<file path="src/hw/rtl/assert_macros.svh">
// assertion helpers shared by the rtl
`ifndef ASSERT_MACROS_SVH
`define ASSERT_MACROS_SVH

`ifndef SYNTH

// property checked on every rising edge outside reset
`define ASSERT_CLK(lbl, clk, rstn, prop) \
    lbl: assert property (@(posedge clk) disable iff (!rstn) (prop)) \
        else $error("assertion failed: lbl");

// expression that must never hold outside reset
`define ASSERT_NEVER(lbl, clk, rstn, expr) \
    lbl: assert property (@(posedge clk) disable iff (!rstn) !(expr)) \
        else $error("forbidden condition: lbl");

`else

`define ASSERT_CLK(lbl, clk, rstn, prop)
`define ASSERT_NEVER(lbl, clk, rstn, expr)

`endif

`endif

</file>
<file path="src/hw/rtl/nbs_pkg.sv">
package nbs_pkg;

    localparam int NAME_LEN    = 15;
    localparam int ENTRY_BYTES = 18;
    localparam int RESULTS     = 2 * NAME_LEN;

    localparam int POS_W = 5;
    localparam int IDX_W = 4;
    localparam int CNT_W = 5;

    localparam logic [POS_W-1:0] POS_SUFFIX = POS_W'(NAME_LEN);
    localparam logic [POS_W-1:0] POS_FLAGS  = POS_W'(NAME_LEN + 1);
    localparam logic [POS_W-1:0] POS_LAST   = POS_W'(ENTRY_BYTES - 1);

    localparam logic [7:0] SUFFIX_WG   = 8'h00;
    localparam logic [7:0] SUFFIX_HOST = 8'h20;
    localparam logic [7:0] CHAR_SPACE  = 8'h20;
    localparam logic [7:0] CHAR_NUL    = 8'h00;

    // element 0 is the first character
    typedef logic [NAME_LEN-1:0][7:0] t_name;

    typedef struct packed {
        logic  fail;
        t_name host;
        t_name group;
    } t_snap;

    localparam t_name DEFAULT_GROUP = t_name'({48'h0, 72'("PUORGKROW")});

endpackage

</file>
<file path="src/hw/rtl/nbstat_name_table_picker.sv">
// node-status name table picker
// input channel: one table byte per word (i_in_valid / o_in_ready), the count
// byte flagged by i_first_byte, the final byte by i_last_byte.
// output channel: one name character per word (o_out_valid / i_out_ready);
// 15 host name bytes then 15 workgroup bytes, zero padded, or one failure
// word with o_status set when no usable host name was seen.
// a byte is held in the input register and parsed from there;
// the first result of a run is valid in the cycle after the last byte is taken,
// provided the previous run has drained.
// throughput: one byte per cycle; a run drains at one word per cycle, so a
// last byte waits in the input register until the previous run's final word
// is taken. other bytes keep flowing while results drain.
// a receiver stall only holds the output shift line; parsing continues.
// reset (synchronous, active low) empties both registers and the run state.
`include "assert_macros.svh"

module nbstat_name_table_picker import nbs_pkg::*; (
    input  logic       i_clk,
    input  logic       i_rst_n,
    input  logic       i_in_valid,
    output logic       o_in_ready,
    input  logic [7:0] i_data_byte,
    input  logic       i_first_byte,
    input  logic       i_last_byte,
    output logic       o_out_valid,
    input  logic       i_out_ready,
    output logic [7:0] o_out_byte,
    output logic       o_which_name,
    output logic       o_status,
    output logic       o_last_result
);

    logic       r_in_valid;
    logic [7:0] r_in_data;
    logic       r_in_first;
    logic       r_in_last;
    logic       take;
    logic       emit_free;
    t_snap      snap;

    assign take       = r_in_valid && (!r_in_last || emit_free);
    assign o_in_ready = !r_in_valid || take;

    always_ff @(posedge i_clk) begin
        if (!i_rst_n) begin
            r_in_valid <= 1'b0;
        end else if (o_in_ready) begin
            r_in_valid <= i_in_valid;
        end
    end

    always_ff @(posedge i_clk) begin
        if (o_in_ready) begin
            r_in_data  <= i_data_byte;
            r_in_first <= i_first_byte;
            r_in_last  <= i_last_byte;
        end
    end

    nbs_parse u_parse (
        .i_clk   (i_clk),
        .i_rst_n (i_rst_n),
        .i_take  (take),
        .i_data  (r_in_data),
        .i_first (r_in_first),
        .i_last  (r_in_last),
        .o_snap  (snap)
    );

    nbs_emit u_emit (
        .i_clk       (i_clk),
        .i_rst_n     (i_rst_n),
        .i_load      (take && r_in_last),
        .i_snap      (snap),
        .i_out_ready (i_out_ready),
        .o_free      (emit_free),
        .o_valid     (o_out_valid),
        .o_byte      (o_out_byte),
        .o_which     (o_which_name),
        .o_status    (o_status),
        .o_last      (o_last_result)
    );

    // a failure word stands alone
    `ASSERT_CLK(a_fail_single, i_clk, i_rst_n, (o_out_valid && o_status) |-> (o_last_result && !o_which_name && o_out_byte == 8'h00))
    // a successful run ends on a workgroup byte
    `ASSERT_CLK(a_last_is_group, i_clk, i_rst_n, (o_out_valid && o_last_result && !o_status) |-> o_which_name)
    // a last byte is held while the previous run still drains
    `ASSERT_CLK(a_last_held, i_clk, i_rst_n, (r_in_valid && r_in_last && !emit_free) |=> (r_in_valid && r_in_last))
    // a loaded run shows its first word next cycle
    `ASSERT_CLK(a_load_shows, i_clk, i_rst_n, (take && r_in_last) |=> o_out_valid)

endmodule

</file>
<file path="src/hw/rtl/nbs_parse.sv">
module nbs_parse import nbs_pkg::*; (
    input  logic       i_clk,
    input  logic       i_rst_n,
    input  logic       i_take,
    input  logic [7:0] i_data,
    input  logic       i_first,
    input  logic       i_last,
    output t_snap      o_snap
);

    logic [7:0]       r_left, n_left;
    logic [POS_W-1:0] r_pos, n_pos;
    t_name            r_entry, n_entry;
    logic [7:0]       r_suffix, n_suffix;
    logic             r_group, n_group;
    t_name            r_host, n_host;
    t_name            r_gbuf, n_gbuf;
    t_name            r_fb, n_fb;
    logic             r_found_g, n_found_g;
    logic             r_found_h, n_found_h;
    logic             r_found_f, n_found_f;

    logic [NAME_LEN-1:0] all_nz;
    logic [NAME_LEN-1:0] any_ns;
    t_name               cut;
    logic                non_empty;

    // name byte kept if no zero up to it and a non-space at or after it
    always_comb begin
        for (int i = 0; i < NAME_LEN; i++) begin
            if (i == 0) begin
                all_nz[i] = (r_entry[i] != CHAR_NUL);
            end else begin
                all_nz[i] = all_nz[i-1] && (r_entry[i] != CHAR_NUL);
            end
        end
        for (int i = NAME_LEN - 1; i >= 0; i--) begin
            if (i == NAME_LEN - 1) begin
                any_ns[i] = (r_entry[i] != CHAR_SPACE);
            end else begin
                any_ns[i] = any_ns[i+1] || (r_entry[i] != CHAR_SPACE);
            end
        end
        for (int i = 0; i < NAME_LEN; i++) begin
            cut[i] = (all_nz[i] && any_ns[i]) ? r_entry[i] : CHAR_NUL;
        end
        non_empty = all_nz[0] && any_ns[0];
    end

    always_comb begin
        n_left    = r_left;
        n_pos     = r_pos;
        n_entry   = r_entry;
        n_suffix  = r_suffix;
        n_group   = r_group;
        n_host    = r_host;
        n_gbuf    = r_gbuf;
        n_fb      = r_fb;
        n_found_g = r_found_g;
        n_found_h = r_found_h;
        n_found_f = r_found_f;

        if (i_take) begin
            if (i_first) begin
                n_left    = i_data;
                n_pos     = '0;
                n_group   = 1'b0;
                n_found_g = 1'b0;
                n_found_h = 1'b0;
                n_found_f = 1'b0;
            end else if (r_left != 8'd0) begin
                if (r_pos < POS_SUFFIX) begin
                    n_entry[r_pos[IDX_W-1:0]] = i_data;
                end else if (r_pos == POS_SUFFIX) begin
                    n_suffix = i_data;
                end else if (r_pos == POS_FLAGS) begin
                    n_group = i_data[7];
                end
                if (r_pos == POS_LAST) begin
                    if (non_empty) begin
                        if (r_suffix == SUFFIX_WG && r_group && !r_found_g) begin
                            n_gbuf    = cut;
                            n_found_g = 1'b1;
                        end else if (r_suffix == SUFFIX_HOST && !r_group && !r_found_h) begin
                            n_host    = cut;
                            n_found_h = 1'b1;
                        end else if (r_suffix == SUFFIX_WG && !r_group && !r_found_f) begin
                            n_fb      = cut;
                            n_found_f = 1'b1;
                        end
                    end
                    n_left = r_left - 8'd1;
                    n_pos  = '0;
                end else begin
                    n_pos = r_pos + POS_W'(1);
                end
            end
        end

        // results reflect the byte just taken
        o_snap.fail  = !n_found_h && !n_found_f;
        o_snap.host  = n_found_h ? n_host : n_fb;
        o_snap.group = n_found_g ? n_gbuf : DEFAULT_GROUP;

        if (i_take && i_last) begin
            n_left    = 8'd0;
            n_pos     = '0;
            n_group   = 1'b0;
            n_found_g = 1'b0;
            n_found_h = 1'b0;
            n_found_f = 1'b0;
        end
    end

    always_ff @(posedge i_clk) begin
        if (!i_rst_n) begin
            r_left    <= 8'd0;
            r_pos     <= '0;
            r_group   <= 1'b0;
            r_found_g <= 1'b0;
            r_found_h <= 1'b0;
            r_found_f <= 1'b0;
        end else begin
            r_left    <= n_left;
            r_pos     <= n_pos;
            r_group   <= n_group;
            r_found_g <= n_found_g;
            r_found_h <= n_found_h;
            r_found_f <= n_found_f;
        end
    end

    always_ff @(posedge i_clk) begin
        r_entry  <= n_entry;
        r_suffix <= n_suffix;
        r_host   <= n_host;
        r_gbuf   <= n_gbuf;
        r_fb     <= n_fb;
    end

endmodule

</file>
<file path="src/hw/rtl/nbs_emit.sv">
module nbs_emit import nbs_pkg::*; (
    input  logic       i_clk,
    input  logic       i_rst_n,
    input  logic       i_load,
    input  t_snap      i_snap,
    input  logic       i_out_ready,
    output logic       o_free,
    output logic       o_valid,
    output logic [7:0] o_byte,
    output logic       o_which,
    output logic       o_status,
    output logic       o_last
);

    logic [RESULTS-1:0][7:0] r_sh, n_sh;
    logic [CNT_W-1:0]        r_left, n_left;
    logic                    r_which, n_which;
    logic                    r_status, n_status;
    logic                    r_last, n_last;

    // free once the final word of the run leaves
    assign o_free = (r_left == '0) || (r_left == CNT_W'(1) && i_out_ready);

    always_comb begin
        n_sh     = r_sh;
        n_left   = r_left;
        n_which  = r_which;
        n_status = r_status;
        n_last   = r_last;
        if (i_load) begin
            n_which = 1'b0;
            if (i_snap.fail) begin
                n_sh     = '0;
                n_left   = CNT_W'(1);
                n_status = 1'b1;
                n_last   = 1'b1;
            end else begin
                n_sh     = {i_snap.group, i_snap.host};
                n_left   = CNT_W'(RESULTS);
                n_status = 1'b0;
                n_last   = 1'b0;
            end
        end else if (r_left != '0 && i_out_ready) begin
            n_sh    = r_sh >> 8;
            n_left  = r_left - CNT_W'(1);
            n_which = (r_left <= CNT_W'(NAME_LEN + 1));
            n_last  = (r_left == CNT_W'(2));
        end
    end

    always_ff @(posedge i_clk) begin
        if (!i_rst_n) begin
            r_left <= '0;
        end else begin
            r_left <= n_left;
        end
    end

    always_ff @(posedge i_clk) begin
        r_sh     <= n_sh;
        r_which  <= n_which;
        r_status <= n_status;
        r_last   <= n_last;
    end

    assign o_valid  = (r_left != '0);
    assign o_byte   = r_sh[0];
    assign o_which  = r_which;
    assign o_status = r_status;
    assign o_last   = r_last;

endmodule

</file>
<file path="config.mk">
export PLATFORM = sky130hd
export DESIGN_NAME = nbstat_name_table_picker
export DESIGN_NICKNAME = d
export VERILOG_FILES = /design/src/hw/rtl/nbs_pkg.sv /design/src/hw/rtl/nbstat_name_table_picker.sv /design/src/hw/rtl/nbs_parse.sv /design/src/hw/rtl/nbs_emit.sv
export VERILOG_INCLUDE_DIRS = /design/src /design/src/hw/rtl
export SDC_FILE = /design/constraint.sdc
export NUM_CORES = 1
export LEC_CHECK = 0
export BUFFER_PORTS_ARGS = -buffer_cell sky130_fd_sc_hd__buf_2
export CAP_MARGIN = 15
export CORE_ASPECT_RATIO = 1.5
export CORE_MARGIN = 2
export CORE_UTILIZATION = 65
export CTS_CLUSTER_DIAMETER = 150
export CTS_CLUSTER_SIZE = 30
export DETAILED_ROUTE_END_ITERATION = 12
export HOLD_SLACK_MARGIN = 0.15
export PLACE_DENSITY = 0.82
export SYNTH_ARGS = -nofsm -noshare
export SYNTH_HDL_FRONTEND = slang
export SYNTH_HIERARCHICAL = 1
export SYNTH_SLANG_ARGS = --single-unit
</file>
<file path="constraint.sdc">
create_clock -name i_clk -period 20.7 [get_ports i_clk]
set_input_delay 4.14 -clock i_clk [delete_from_list [all_inputs] [get_ports i_clk]]
set_output_delay 4.14 -clock i_clk [all_outputs]
set_load 0.005 [all_outputs]
</file>
Yosys cells after proc, flatten, opt, wreduce, memory -nomap -nowiden
Index checks and enable logic that the tools add are counted.
Widths: inputs -> output; s select.
{"block": "word_totals", "regBits": 764, "wordCells": 314, "inputBits": 14}
{"block": "op_classes", "bitwise_logic": 3, "n_reduce_logical": 95, "n_eq_ne": 23, "magnitude_cmp": 4, "add_sub_neg": 3, "muxes": 81}
{"operator": "$mux 120", "n": 23}
{"operator": "$mux 240", "n": 3}
{"operator": "$mux 8", "n": 18}
{"operator": "$reduce_bool 8->1", "n": 16}
{"operator": "$bwmux 120", "n": 1}
{"operator": "$ne 8x6->1 const B", "n": 15}
{"operator": "$logic_and 1x1->1", "n": 41}
{"operator": "$demux 8 s4", "n": 1}
{"operator": "$mux 5", "n": 6}
{"operator": "$mux 1", "n": 29}
{"operator": "$logic_or 1x1->1", "n": 17}
{"operator": "$eq 5x5->1 const B", "n": 2}
{"operator": "$reduce_and 5->1", "n": 2}
{"operator": "$eq 8x6->1 const B", "n": 1}
{"operator": "$logic_not 1->1", "n": 8}
{"operator": "$logic_not 8->1", "n": 1}
{"operator": "$reduce_bool 2->1", "n": 4}
{"operator": "$sub 8x1->8 const B", "n": 1}
{"operator": "$add 5x1->5 const B", "n": 1}
{"operator": "$eq 5x1->1 const B", "n": 1}
{"operator": "$eq 5x2->1 const B", "n": 1}
{"operator": "$eq 5x4->1 const B", "n": 1}
{"operator": "$le 5x5->1 const B", "n": 1}
{"operator": "$logic_not 5->1", "n": 1}
{"operator": "11 further kinds", "n": 14}

Logic depth before layout (Yosys ltp)
{"block": "logic_depth", "depth_word": 28, "depth_mapped": 17, "mapped_depth_nobuf": 15}

Modules after synthesis
The synthesis kept the hierarchy.
{"module": "nbs_parse", "cells_per_inst": 2221, "seq_area_each_um2": 11390.9, "area_per_inst_um2": 19607.6, "n_inst": 1}
{"module": "nbs_emit", "cells_per_inst": 595, "seq_area_each_um2": 7387.1, "area_per_inst_um2": 10053.4, "n_inst": 1}
{"module": "nbstat_name_table_picker", "cells_per_inst": 17, "seq_area_each_um2": 320.3, "area_per_inst_um2": 370.4, "n_inst": 1}

Worst setup path after synthesis
Ideal clock, no wire load.
{"block": "synth_path", "kind": "input-to-reg", "from": "in i_out_ready", "to": "reg u_emit.r_sh, in the netlist u_emit/o_byte[0], enable pin", "required_ns": 18.823, "path_buffers": 3, "t_arrival_ns": 9.406, "path_slack_ns": 9.417, "cell_stages": 8, "cell_sequence": "clkbuf_1 > a21oi_1 > nor4_1 > and3_2 > inv_2 > clkbuf_1 > clkbuf_1 > nand2_1"}
{"block": "synth_between", "elab_chain_len": 6}
{"element": "from (decl)", "line_no": "nbstat_name_table_picker.sv:26", "text": "input logic i_out_ready,"}
{"element": "$logic_and 1x1->1", "line_no": "nbs_emit.sv:22", "text": "assign o_free = (r_left == '0) || (r_left == CNT_W'(1) && i_out_ready);"}
{"element": "$logic_or 1x1->1", "line_no": "nbs_emit.sv:22"}
{"element": "net emit_free", "line_no": "nbstat_name_table_picker.sv:38", "text": "logic emit_free;"}
{"element": "$logic_or 1x1->1", "line_no": "nbstat_name_table_picker.sv:41", "text": "assign take = r_in_valid && (!r_in_last || emit_free);"}
{"element": "$logic_and 1x1->1", "line_no": "nbstat_name_table_picker.sv:41"}
{"element": "$logic_and 1x1->1", "line_no": "nbstat_name_table_picker.sv:73", "text": ".i_load (take && r_in_last),"}
{"element": "$reduce_bool 2->1 (no line)"}
{"element": "to (signal assigned)", "line_no": "nbs_emit.sv:60", "text": "r_sh <= n_sh;"}
{"element": "to (decl)", "line_no": "nbs_emit.sv:15", "text": "logic [RESULTS-1:0][7:0] r_sh, n_sh;"}
The timed path passes the listed nets, and every way through them passes these cells.
A chain may end at the register's enable or synchronous reset.

Final worst setup path
{"block": "layout_path", "from": "in i_out_ready", "to": "out o_in_ready"}
{"block": "layout_between", "elab_chain_len": 5}
{"element": "$logic_and 1x1->1", "line_no": "nbs_emit.sv:22"}
{"element": "$logic_or 1x1->1", "line_no": "nbs_emit.sv:22"}
{"element": "net emit_free", "line_no": "nbstat_name_table_picker.sv:38"}
{"element": "$logic_or 1x1->1", "line_no": "nbstat_name_table_picker.sv:41"}
{"element": "$logic_and 1x1->1", "line_no": "nbstat_name_table_picker.sv:41"}
{"element": "$logic_or 1x1->1", "line_no": "nbstat_name_table_picker.sv:42", "text": "assign o_in_ready = !r_in_valid || take;"}
{"element": "to (decl)", "line_no": "nbstat_name_table_picker.sv:21", "text": "output logic o_in_ready,"}
The timed path passes the listed nets, and every way through them passes these cells.

==> results_dict.tcl <==
set metrics [dict create \
    outcome "finished clean" \
    cts_setup_buffers 0 \
    fin_crit_sh 0.455 \
    p_per_area_nw_per_um2 112 \
    place.gp.congestion 0.859 \
    synth_compound_area_frac 0.196 \
    worst_pin_slew_ns 1.25 \
    syn2layout_area_growth_pct 3.63 \
    grt_setup_unrepaired "no" \
    p_int_uw 2560 \
    arrival_ns 5.28 \
    std_cell_rows 96 \
    synthArstFlopShare 0 \
    synth_cells 2833 \
    postCtsResizedCells 0 \
    root_buffer "clkbuf_16" \
    yosysUniqueCellTypes 69 \
    peakVddDrop_v 0.0000908 \
    die_h_um 267 \
    synth_area_per_cell_um2 10.6 \
    ys_seq_elements 764 \
    coreArea_um2 45600 \
    crit_buf_inv 2 \
    wl_per_cell_um 22.9 \
    grt_pass1_vias 21700 \
    switchingPower_uw 919 \
    pwr-share-comb 0.168 \
    initial_utilization 0.658 \
    insertion_delay_ns 0.63 \
    finalCriticalPeriod_ns 9.42 \
    clkPwrFrac 0.204 \
    viasPerCell 6.75 \
    yosysWarnings 6 \
    hold_viol_final 0 \
    cts_buffers 29 \
    min-delay-start "u_parse/r_gbuf[98]" \
    routed_wirelength_um 75900 \
    cts_hold_buf 0 \
    dp_hpwl_um 45800 \
    portBuffers 26 \
    synth-seq-area-share 0.636 \
    critPathTopFamily "simple AND/OR/NAND/NOR gates" \
    finalSetupViolCount 0 \
    critPathMaxStageDelay_ns 0.39 \
    cts-htree-levels 1 \
    cp-start-kind "primary input" \
    die_w_um 180 \
    rr_startpoint "u_parse/r_entry[79]" \
    required_ns 16.56 \
    p_leak_uw 0.0111 \
    crit_fanout 12 \
    grt_max_degree 186 \
    path_cells "buf_2 > a21oi_1 > nor4_1 > nand3b_4 > buf_2" \
    first_pass_iters 8 \
    grt_usage 0.307 \
    grt_pass1_wl_um 117000 \
    final.setup.tns_ns 0 \
    synth_top_family_by_area "compound AO/OA/AOI/OAI gates" \
    synthAdderAreaFrac 0.00458 \
    layout_commonest_cell "nand2_1" \
    final.setup_skew_ns 0.0320 \
    grt-ovfl-total 0 \
    whs_ns 0.448 \
    die_area_um2 48000 \
    synth_mux_area_frac 0.000708 \
    hold_path_class "flip-flop to flip-flop" \
    synth_fp_nets 2858 \
    ys.flop_type "dfxtp_1" \
    yosys.area_share.simple 0.128 \
    drv_cap 0 \
    path_class "primary input to primary output" \
    drtAntennaViolNets 0 \
    synth_xor_area_frac 0 \
    final_cell_mix "nand2_1 (611), dfxtp_1 (384), edfxtp_1 (380), o21ai_0 (278), a22o_1 (234)" \
    drive_above_1_share 0.0411 \
    netSwitchingFraction 0.264 \
    fmax_mhz 106 \
    synth_edf_count 380 \
    syn_area_um2 30000 \
    crit_slowest_cell "nor4_1" \
    vias 22400 \
    end_kind "primary output" \
    clkSinkCount 764 \
    grt_antenna_before_repair 0 \
    clockBufferDepth 3 \
    ios 27 \
    drc 0 \
    crit_start "i_out_ready" \
    diodes 0 \
    drt_iter0_drc 2792 \
    cts.clk_slew.worst_paths_ns 0.11 \
    cts_tree "yes" \
    seqPwrFrac 0.627 \
    crit_top_cell "buf_2" \
    fin_nets 2730 \
    maxSlewHeadroom 0.164 \
    final_max_slew_viol_count 0 \
]
[tightest hold or removal path: stages, from the launching register on]
cell and delay (ns):
dfxtp_1 0.32, nand2_1 0.06, nand2_1 0.05
[synthesized netlist by cell type, drive strengths merged, types with 6 or more instances]
library cell,number,share of area
nand3b,6,0.0019
buf,81,0.014
and3,9,0.0019
edfxtp,380,0.38
nand4,12,0.0025
o211ai,27,0.0067
and2,15,0.0031
ha,11,0.0046
or3,8,0.0017
nand3,98,0.016
a21oi,216,0.036
a22oi,9,0.0022
inv,30,0.0037
nor2,45,0.0056
nor4,19,0.0042
o21ai,279,0.046
nand2b,8,0.0017
a22o,234,0.068
nor3,27,0.0045
o22ai,120,0.025
clkbuf,135,0.017
or4,8,0.0020
nand2,613,0.077
dfxtp,384,0.26
[routing by layer]
metal  GRT usage  wire [µm]  vias to the layer above
met5           0          0                        -
met2       0.544      38600                     1118
met4       0.176       4520                        0
met3      0.0291       4700                      258
met1       0.366      28100                    10900
li1            -          -                    10100
[state kept, by name, indices dropped and copies added, names as in the netlist, 8 cells and up]
name              count
u_emit/o_byte         8
u_parse/r_host      120
u_parse/r_left        8
u_emit/r_sh         232
u_parse/r_suffix      8
u_parse/r_entry     120
r_in_data             8
u_parse/r_gbuf      120
u_parse/r_fb        120
[final timing paths]
kind	cells after the start	to	slack [ns]
max	5	o_in_ready	11.28
min	2	u_parse/r_gbuf[98]	0.45
max reg2reg	8	u_parse/r_host[71]	14.55
min reg2reg	2	u_parse/r_gbuf[98]	0.45
[power by group through the flow]
stage | Sequential (µW) | Combinational [µW] | Clock (µW)
after floorplan | 2200 | 443 | 0
after global placement | 2210 | 564 | 0
after detailed placement | 2210 | 584 | 0
after CTS | 2180 | 585 | 715
after global routing | 2200 | 630 | 765
final | 2180 | 587 | 710
[through the flow]
stage	cells	total power [µW]	setup slack (ns)	utilization	cell area, µm²
floorplan	2833	2640	9.42	-	30000
global placement	3255	2770	11.35	0.663	30200
detailed placement	3255	2800	11.30	0.663	30200
CTS	3308	3480	11.30	0.681	31100
global route	3315	3600	11.19	0.682	31100
finish	3315	3480	11.28	0.682	31100
[area by class of cell]
cell class | instances | area [µm²]
flip-flops and latches | 764 | 19100
fillers | 3292 | 14500
multi-input cells | 1823 | 9960
clock buffers | 51 | 808
well taps | 588 | 736
repair buffers | 57 | 372
inverters | 30 | 120
clock inverters | 2 | 25.0
[logic make-up after synthesis]
group,count (synthesis)
compound gates,920
simple gates,890
flops,764
buf+inv,246
fa+ha+maj,11
mux,2
(Power assumes the default switching activity.)
